==> config.mk <==
export PLATFORM = sky130hd
export DESIGN_NAME = mvrc_sha_core
export DESIGN_NICKNAME = d
export VERILOG_FILES = /design/src/sv/mvrc_pkg.sv /design/src/sv/mvrc_sha_core.sv
export SDC_FILE = /design/constraint.sdc
export NUM_CORES = 2
export LEC_CHECK = 0
export ABC_AREA = 1
export BUFFER_PORTS_ARGS = -buffer_cell sky130_fd_sc_hd__buf_2
export CAP_MARGIN = 20
export CORE_MARGIN = 10
export CORE_UTILIZATION = 50
export CTS_BUF_LIST = sky130_fd_sc_hd__clkbuf_4 sky130_fd_sc_hd__clkbuf_8
export CTS_CLUSTER_DIAMETER = 30
export CTS_CLUSTER_SIZE = 24
export DETAILED_ROUTE_END_ITERATION = 6
export PLACE_DENSITY_LB_ADDON = 0.12
export SKIP_LAST_GASP = 1
export SYNTH_ARGS = -nofsm -noshare
export SYNTH_HDL_FRONTEND = slang
export SYNTH_SLANG_ARGS = --single-unit
==> constraint.sdc <==
create_clock -name clock -period 29.2 [get_ports clock]
set_clock_uncertainty 0.1 [all_clocks]
set_input_delay 7.3 -clock clock [delete_from_list [all_inputs] [get_ports clock]]
set_output_delay 7.3 -clock clock [all_outputs]
set_load 0.01 [all_outputs]
==> src/sv/mvrc_pkg.sv <==
`default_nettype none
package mvrc_pkg;

   localparam int LEAVES        = 1024;
   localparam int BLOCK_BYTES   = 4096;
   localparam int CACHE_ENTRIES = 64;

   localparam int NODES     = 2 * LEAVES - 1;
   localparam int WORDS_MAX = (BLOCK_BYTES + 3) / 4;
   localparam int NODE_W    = $clog2(NODES + 1);
   localparam int WCNT_W    = $clog2(WORDS_MAX + 1);
   localparam int CIDX_W    = (CACHE_ENTRIES > 1) ? $clog2(CACHE_ENTRIES) : 1;

   localparam logic [63:0] BLOCK_BITS = 64'(BLOCK_BYTES) * 64'd8;

   localparam logic [255:0] SHA_IV = {
      32'h6a09e667, 32'hbb67ae85, 32'h3c6ef372, 32'ha54ff53a,
      32'h510e527f, 32'h9b05688c, 32'h1f83d9ab, 32'h5be0cd19
   };

   localparam logic [31:0] SHA_K [64] = '{
      32'h428a2f98, 32'h71374491, 32'hb5c0fbcf, 32'he9b5dba5,
      32'h3956c25b, 32'h59f111f1, 32'h923f82a4, 32'hab1c5ed5,
      32'hd807aa98, 32'h12835b01, 32'h243185be, 32'h550c7dc3,
      32'h72be5d74, 32'h80deb1fe, 32'h9bdc06a7, 32'hc19bf174,
      32'he49b69c1, 32'hefbe4786, 32'h0fc19dc6, 32'h240ca1cc,
      32'h2de92c6f, 32'h4a7484aa, 32'h5cb0a9dc, 32'h76f988da,
      32'h983e5152, 32'ha831c66d, 32'hb00327c8, 32'hbf597fc7,
      32'hc6e00bf3, 32'hd5a79147, 32'h06ca6351, 32'h14292967,
      32'h27b70a85, 32'h2e1b2138, 32'h4d2c6dfc, 32'h53380d13,
      32'h650a7354, 32'h766a0abb, 32'h81c2c92e, 32'h92722c85,
      32'ha2bfe8a1, 32'ha81a664b, 32'hc24b8b70, 32'hc76c51a3,
      32'hd192e819, 32'hd6990624, 32'hf40e3585, 32'h106aa070,
      32'h19a4c116, 32'h1e376c08, 32'h2748774c, 32'h34b0bcb5,
      32'h391c0cb3, 32'h4ed8aa4a, 32'h5b9cca4f, 32'h682e6ff3,
      32'h748f82ee, 32'h78a5636f, 32'h84c87814, 32'h8cc70208,
      32'h90befffa, 32'ha4506ceb, 32'hbef9a3f7, 32'hc67178f2
   };

   // final chunk of a block: end marker and message length
   localparam logic [511:0] PAD_CHUNK = {32'h80000000, 416'd0, BLOCK_BITS};
   // second chunk of a 64-byte node pair
   localparam logic [511:0] PAIR_PAD  = {32'h80000000, 448'd0, 32'd512};

   typedef enum logic [2:0] {
      ST_OK    = 3'd0,
      ST_RANGE = 3'd1,
      ST_LEAF  = 3'd2,
      ST_TREE  = 3'd3,
      ST_CACHE = 3'd4
   } status_type;

   typedef enum logic {
      CSR_BLOCK_COUNT  = 1'b0,
      CSR_CACHE_ENABLE = 1'b1
   } csr_index_type;

   typedef enum logic [1:0] {
      SHA_IDLE,
      SHA_RUN,
      SHA_ADD
   } sha_state_type;

   typedef enum logic [3:0] {
      S_IN,
      S_CHUNK,
      S_COMP,
      S_PAD,
      S_LEAFW,
      S_W_RD,
      S_W_SIB,
      S_W_C1,
      S_W_C2S,
      S_W_C2,
      S_W_CHK,
      S_W_PUT,
      S_W_HIT,
      S_L_PUT,
      S_OUT
   } state_type;

   typedef struct packed {
      logic         start;
      logic [255:0] st;
      logic [511:0] blk;
   } sha_req_type;

   typedef struct packed {
      logic         done;
      logic [255:0] digest;
   } sha_rsp_type;

endpackage
`default_nettype wire

==> src/sv/mvrc_sha_core.sv <==
`default_nettype none
module mvrc_sha_core
   import mvrc_pkg::*;
(
   input  wire logic        clock,
   input  wire logic        reset,
   input  wire sha_req_type req,
   output sha_rsp_type      rsp
);

   sha_state_type state_ff, state_in;
   logic [5:0]  round_ff;
   logic [31:0] st_ff   [8];
   logic [31:0] work_ff [8];
   logic [31:0] w_ff    [16];
   logic [255:0] digest_ff;
   logic        done_ff;
   logic        run;
   logic        fin;

   function automatic logic [31:0] rotr(input logic [31:0] x, input int n);
      rotr = (x >> n) | (x << (32 - n));
   endfunction

   // next state
   always_comb begin
      state_in = state_ff;
      unique case (state_ff)
         SHA_IDLE: if (req.start) state_in = SHA_RUN;
         SHA_RUN:  if (round_ff == 6'd63) state_in = SHA_ADD;
         SHA_ADD:  state_in = SHA_IDLE;
         default:  state_in = SHA_IDLE;
      endcase
   end

   // outputs
   always_comb begin
      run = (state_ff == SHA_RUN);
      fin = (state_ff == SHA_ADD);
   end

   always_ff @(posedge clock) begin
      if (reset) begin
         state_ff <= SHA_IDLE;
         done_ff  <= 1'b0;
      end else begin
         state_ff <= state_in;
         done_ff  <= fin;
      end
   end

   // one round per cycle, message schedule as a 16-word window
   always_ff @(posedge clock) begin
      logic [31:0] t1, t2, s0, s1, wn;
      t1 = work_ff[7] + (rotr(work_ff[4], 6) ^ rotr(work_ff[4], 11) ^ rotr(work_ff[4], 25))
         + ((work_ff[4] & work_ff[5]) ^ (~work_ff[4] & work_ff[6]))
         + SHA_K[round_ff] + w_ff[0];
      t2 = (rotr(work_ff[0], 2) ^ rotr(work_ff[0], 13) ^ rotr(work_ff[0], 22))
         + ((work_ff[0] & work_ff[1]) ^ (work_ff[0] & work_ff[2]) ^ (work_ff[1] & work_ff[2]));
      s0 = rotr(w_ff[1], 7) ^ rotr(w_ff[1], 18) ^ (w_ff[1] >> 3);
      s1 = rotr(w_ff[14], 17) ^ rotr(w_ff[14], 19) ^ (w_ff[14] >> 10);
      wn = w_ff[0] + s0 + w_ff[9] + s1;
      if (state_ff == SHA_IDLE && req.start) begin
         for (int i = 0; i < 8; i++) begin
            st_ff[i]   <= req.st[255 - 32 * i -: 32];
            work_ff[i] <= req.st[255 - 32 * i -: 32];
         end
         for (int i = 0; i < 16; i++) w_ff[i] <= req.blk[511 - 32 * i -: 32];
         round_ff <= 6'd0;
      end else if (run) begin
         work_ff[7] <= work_ff[6];
         work_ff[6] <= work_ff[5];
         work_ff[5] <= work_ff[4];
         work_ff[4] <= work_ff[3] + t1;
         work_ff[3] <= work_ff[2];
         work_ff[2] <= work_ff[1];
         work_ff[1] <= work_ff[0];
         work_ff[0] <= t1 + t2;
         for (int i = 0; i < 15; i++) w_ff[i] <= w_ff[i + 1];
         w_ff[15] <= wn;
         round_ff <= round_ff + 6'd1;
      end
      // feed forward
      if (fin) begin
         for (int i = 0; i < 8; i++) digest_ff[255 - 32 * i -: 32] <= st_ff[i] + work_ff[i];
      end
   end

   assign rsp.done   = done_ff;
   assign rsp.digest = digest_ff;

endmodule
`default_nettype wire

Word level (Yosys, flattened, before mapping)
Memories as Yosys holds them, arrays and structs flattened.
Cells that the tools add are included.
- $add $sub $neg: 19
- bitwise gates (word level): 52
- order comparisons: 1
- muxes and demuxes: 34
- equality and inequality tests: 5
- reductions and logical operators: 3
- operators by type and width (operator ; number):
    $mux 32 ; 26
    $add 32x32->32 ; 18
    $xor 32x32->32 ; 9
    $and 32x32->32 ; 5
    $not 32->32 ; 1
    $or 10x32->32 ; 1
    $or 13x32->32 ; 1
    $or 14x32->32 ; 1
    $or 15x32->32 ; 1
    $or 19x32->32 ; 1
    $or 21x32->32 ; 1
    $or 25x32->32 ; 1
    $or 26x32->32 ; 1
    $or 30x32->32 ; 1
    $or 7x32->32 ; 1
    $xor 32x22->32 ; 1
    $xor 32x29->32 ; 1
    $or 1x1->1 ; 24
    $ge 7x7->1 const B ; 1
    $not 6->7 ; 1
    $add 6x1->6 const B ; 1
    $eq 6x6->1 const B ; 1
    $mux 1 ; 5
    $mux 2 ; 2
    8 further kinds ; 8
- ROM bits: 2048
- bits in registers: 265
- RAM bits: 1024
- output and inout bits: 257
- memories: 4
- word-level logic and storage cells: 122
- input bits: 771
- memories (name ; words ; width ; read ports ; clocked after memory_dff ; wr ports ; RTL line ; source):
    (no name shown) ; 64 ; 32 ; 1 ; 0 ; 0 ; mvrc_sha_core.sv:57 ; + SHA_K[round_ff] + w_ff[0];
    w_ff ; 16 ; 32 ; 16 ; 0 ; 16 ; mvrc_sha_core.sv:15 ; logic [31:0] w_ff [16];
    st_ff ; 8 ; 32 ; 8 ; 0 ; 8 ; mvrc_sha_core.sv:13 ; logic [31:0] st_ff [8];
    work_ff ; 8 ; 32 ; 8 ; 0 ; 8 ; mvrc_sha_core.sv:14 ; logic [31:0] work_ff [8];

Depth between registers and ports, before layout
- depth after elaboration: 9
- depth in mapped cells: 44

Worst setup path after synthesis
OpenSTA, ideal clock, no wires.
- path kind: in2reg
- start: input port req[768] (netlist bit)
- end: memory w_ff[0][0], enable pin
- arrival time: 19.692 ns
- path buffers: 0
- stages: 2
- path slack: 4.083 ns
- cells stage by stage: nand2_1 nand2_1
- RTL lines (item ; RTL line ; source):
    start, declared ; mvrc_sha_core.sv:7 ; input wire sha_req_type req,
    end, declared ; mvrc_sha_core.sv:15 ;

==> run metrics <==
# fillers=14200; Post-DP HPWL=between 200000 and 300000 µm; Max Cap Violations=0; most frequent cells in the layout=nand2_1, edfxtp_1, buf_2; worst stage delay on the critical path=around 0.85 ns; Rows=146; Slew Viols, Final=0; DR vias=69400; number of flops mapped to enable cells by yosys=1280; # DRC=1; crit path buf inv count=5; Synth Cell Area=between 70000 and 80000 µm²; Fin Setup TNS=0 ns; share of cells above drive strength 1=18.0%; Initial DRC Count=between 8000 and 9000; largest delay contributor family on the critical path=buffers and inverters; syn_area_per_cell=approximately 9.2 µm²; routability cong.=1.03; Total Nets Final=11200; Top FF cell, synth=edfxtp_1; Setup CP Type=primary input to flip-flop; post-synthesis sequential area ratio=between 40% and 50%; I/O Buffers=1027; I/O pin count=around 1000; die height=419 µm; post_cts resized=0; Sink Count=1289; CTS clk-pin slew, worst paths=0.06 ns; cts bufs inserted=308; wire per inst=28.1 µm; Post-Route WL=342000 µm; synth warn=0; slowest cell on the critical path=buf_4; Final ANT Viol Nets=0; worst reg2reg startpoint=round_ff[0]; failing checks=DRC; asr flop ratio synth=0%; crit path cell chain=buf_2 -> nand2_1 -> nand2_4 -> buf_4 -> buf_4 -> buf_4 -> buf_4; antenna violations before repair=63; CTS Root Cell=clkbuf_8; most frequent CP cell=buf_4; Slew headroom=roughly an eighth; RSZ-0062 raised after global routing=false; die area=176000 µm²; WP data required=about 30 ns; first-pass GRT wire length=between 400000 and 500000 µm; GRT overflow=0; CP endpoint kind=flip-flop; hold path start=w_ff[0][120]; R2R setup slack=19.24 ns; cells after synthesis=8706; reg2reg end=work_ff[0][31]; final setup vio count=0; synthesized flop and latch total=approximately 1300; Initial Utilization=50.3%; CTS tree=built; hold buffers post-CTS=0; H-tree depth=5; Yosys cell types=72; fin crit share=36.8%; Worst-Skew Late Latency=1.08 ns; CP max FO=74; largest net degree at the start of global routing=190; Tot GR Track Use=37.5%; DR vias/cell=around 5.7; die width=419 µm; Min-Delay Path Depth=2; fmax=between 90 and 100 MHz; postcts setup bufs=0; synth-to-layout area growth=17.3%; CTS max path bufs=4; slew at the pin closest to its max-slew limit=1.32 ns; commonest non-fill, non-tap cell in the layout=nand2_1; Worst Path Arrival=around 11 ns; Synthesized Nets=10100; fin crit period=~11 ns; worst hold path class=flip-flop to flip-flop; outcome=complete, but fails checks; Final Hold Vio Count=0; Core Area=about 160000 µm²; DR pass1 iterations=7; hold endpoint=w_ff[0][88]; r2r worst-path depth=34; number of global-route vias before repair=~68000; Startpoint Class=primary input
==> metrics by stage <==
stage               cells  hold slack (ns)  area (µm²)  util (%)  setup slack (ns)
finish              12200            0.393       93600      59.0             18.45
global route        12200            0.415       93600      59.0             18.24
CTS                 12100            0.393       93500      58.9             18.56
detailed placement  11600            0.396       86900      54.8             17.47
global placement    11600            0.393       86900      54.8             17.52
floorplan            8706            0.344       79800         -              4.08
==> cell type report <==
| class | count | area [µm²] | share of cell area [%] |
|---|---|---|---|
| clock inverters | 195 | 2070 | 2.21 |
| inverters | 891 | 3360 | 3.59 |
| diodes | 55 | 138 | 0.147 |
| flip-flops and latches | 1289 | 38600 | 41.3 |
| repair buffers | 1071 | 5530 | 5.91 |
| multi-input cells | 6264 | 36800 | 39.3 |
| well taps | 2072 | 2590 | 2.77 |
| clock buffers | 343 | 4530 | 4.84 |
==> flip-flops by register name, summed over array words and instances, names as in the netlist <==
signal,flops
st_ff,256
w_ff,512
round_ff,6
state_ff,2
done_ff,1
work_ff,256
digest_ff,256
==> worst max path at each step <==
stage / startpoint / to / cells past startpoint
after floorplan: req[768] / w_ff[0][0] / 2
after global placement: req[768] / w_ff[0][347] / 7
after detailed placement: req[768] / w_ff[0][349] / 7
after CTS: req[768] / w_ff[0][381] / 7
after global routing: req[768] / w_ff[0][381] / 7
final: req[768] / w_ff[0][347] / 7
==> cell families after synthesis <==
kind of cell / count (synthesis) / share of synthesized area [%]
adders and majority gates: 588 / 11.1
xor gates and xnor gates: 508 / 5.62
buffers and inverters: 1153 / 5.56
DFF: 1289 / 48.4
AOI/OAI and AO/OA: 1300 / 9.95
and+or+nand+nor: 3868 / 19.4
==> Yosys cell counts, types with 19 or more instances <==
master / count / area share [%]
nand2_1: 3056 / 14
edfxtp_1: 1280 / 48
inv_1: 878 / 4.1
o21ai_0: 454 / 2.8
a21oi_1: 427 / 2.7
ha_1: 393 / 6.2
nor2_1: 369 / 1.7
xor2_1: 297 / 3.3
nand3_1: 215 / 1.3
xnor2_1: 206 / 2.3
fa_1: 195 / 4.9
clkbuf_1: 187 / 0.88
nor3_1: 81 / 0.51
a21o_1: 67 / 0.63
a31oi_1: 53 / 0.42
buf_2: 53 / 0.33
nand2_2: 50 / 0.39
o21bai_1: 40 / 0.38
a21oi_2: 31 / 0.34
o21ai_2: 31 / 0.34
o21ai_1: 28 / 0.18
a221oi_1: 24 / 0.26
nand4_1: 19 / 0.15
==> routing by layer <==
metal | routed length (µm) | vias up | global-route usage [%]
met5 | 83 | - | 0
met4 | 31400 | 12 | 29.6
met3 | 29500 | 916 | 7.96
met2 | 157000 | 3920 | 59.9
met1 | 123000 | 33200 | 44.1
li1 | - | 31300 | -
==> worst reg2reg max path: cells and delay by family (launching register included) <==
| family | cells | cell delay, ns |
|---|---|---|
| buffers and inverters | 5 | 0.78 |
| adders and majority gates | 7 | 3.45 |
| AOI/OAI and AO/OA | 7 | 1.49 |
| DFF | 1 | 0.86 |
| and+or+nand+nor | 14 | 2.02 |
| xor gates and xnor gates | 1 | 0.95 |
Power is not shown: default switching activity piles up to over one toggle a cycle in this logic, so the estimate is an artifact.
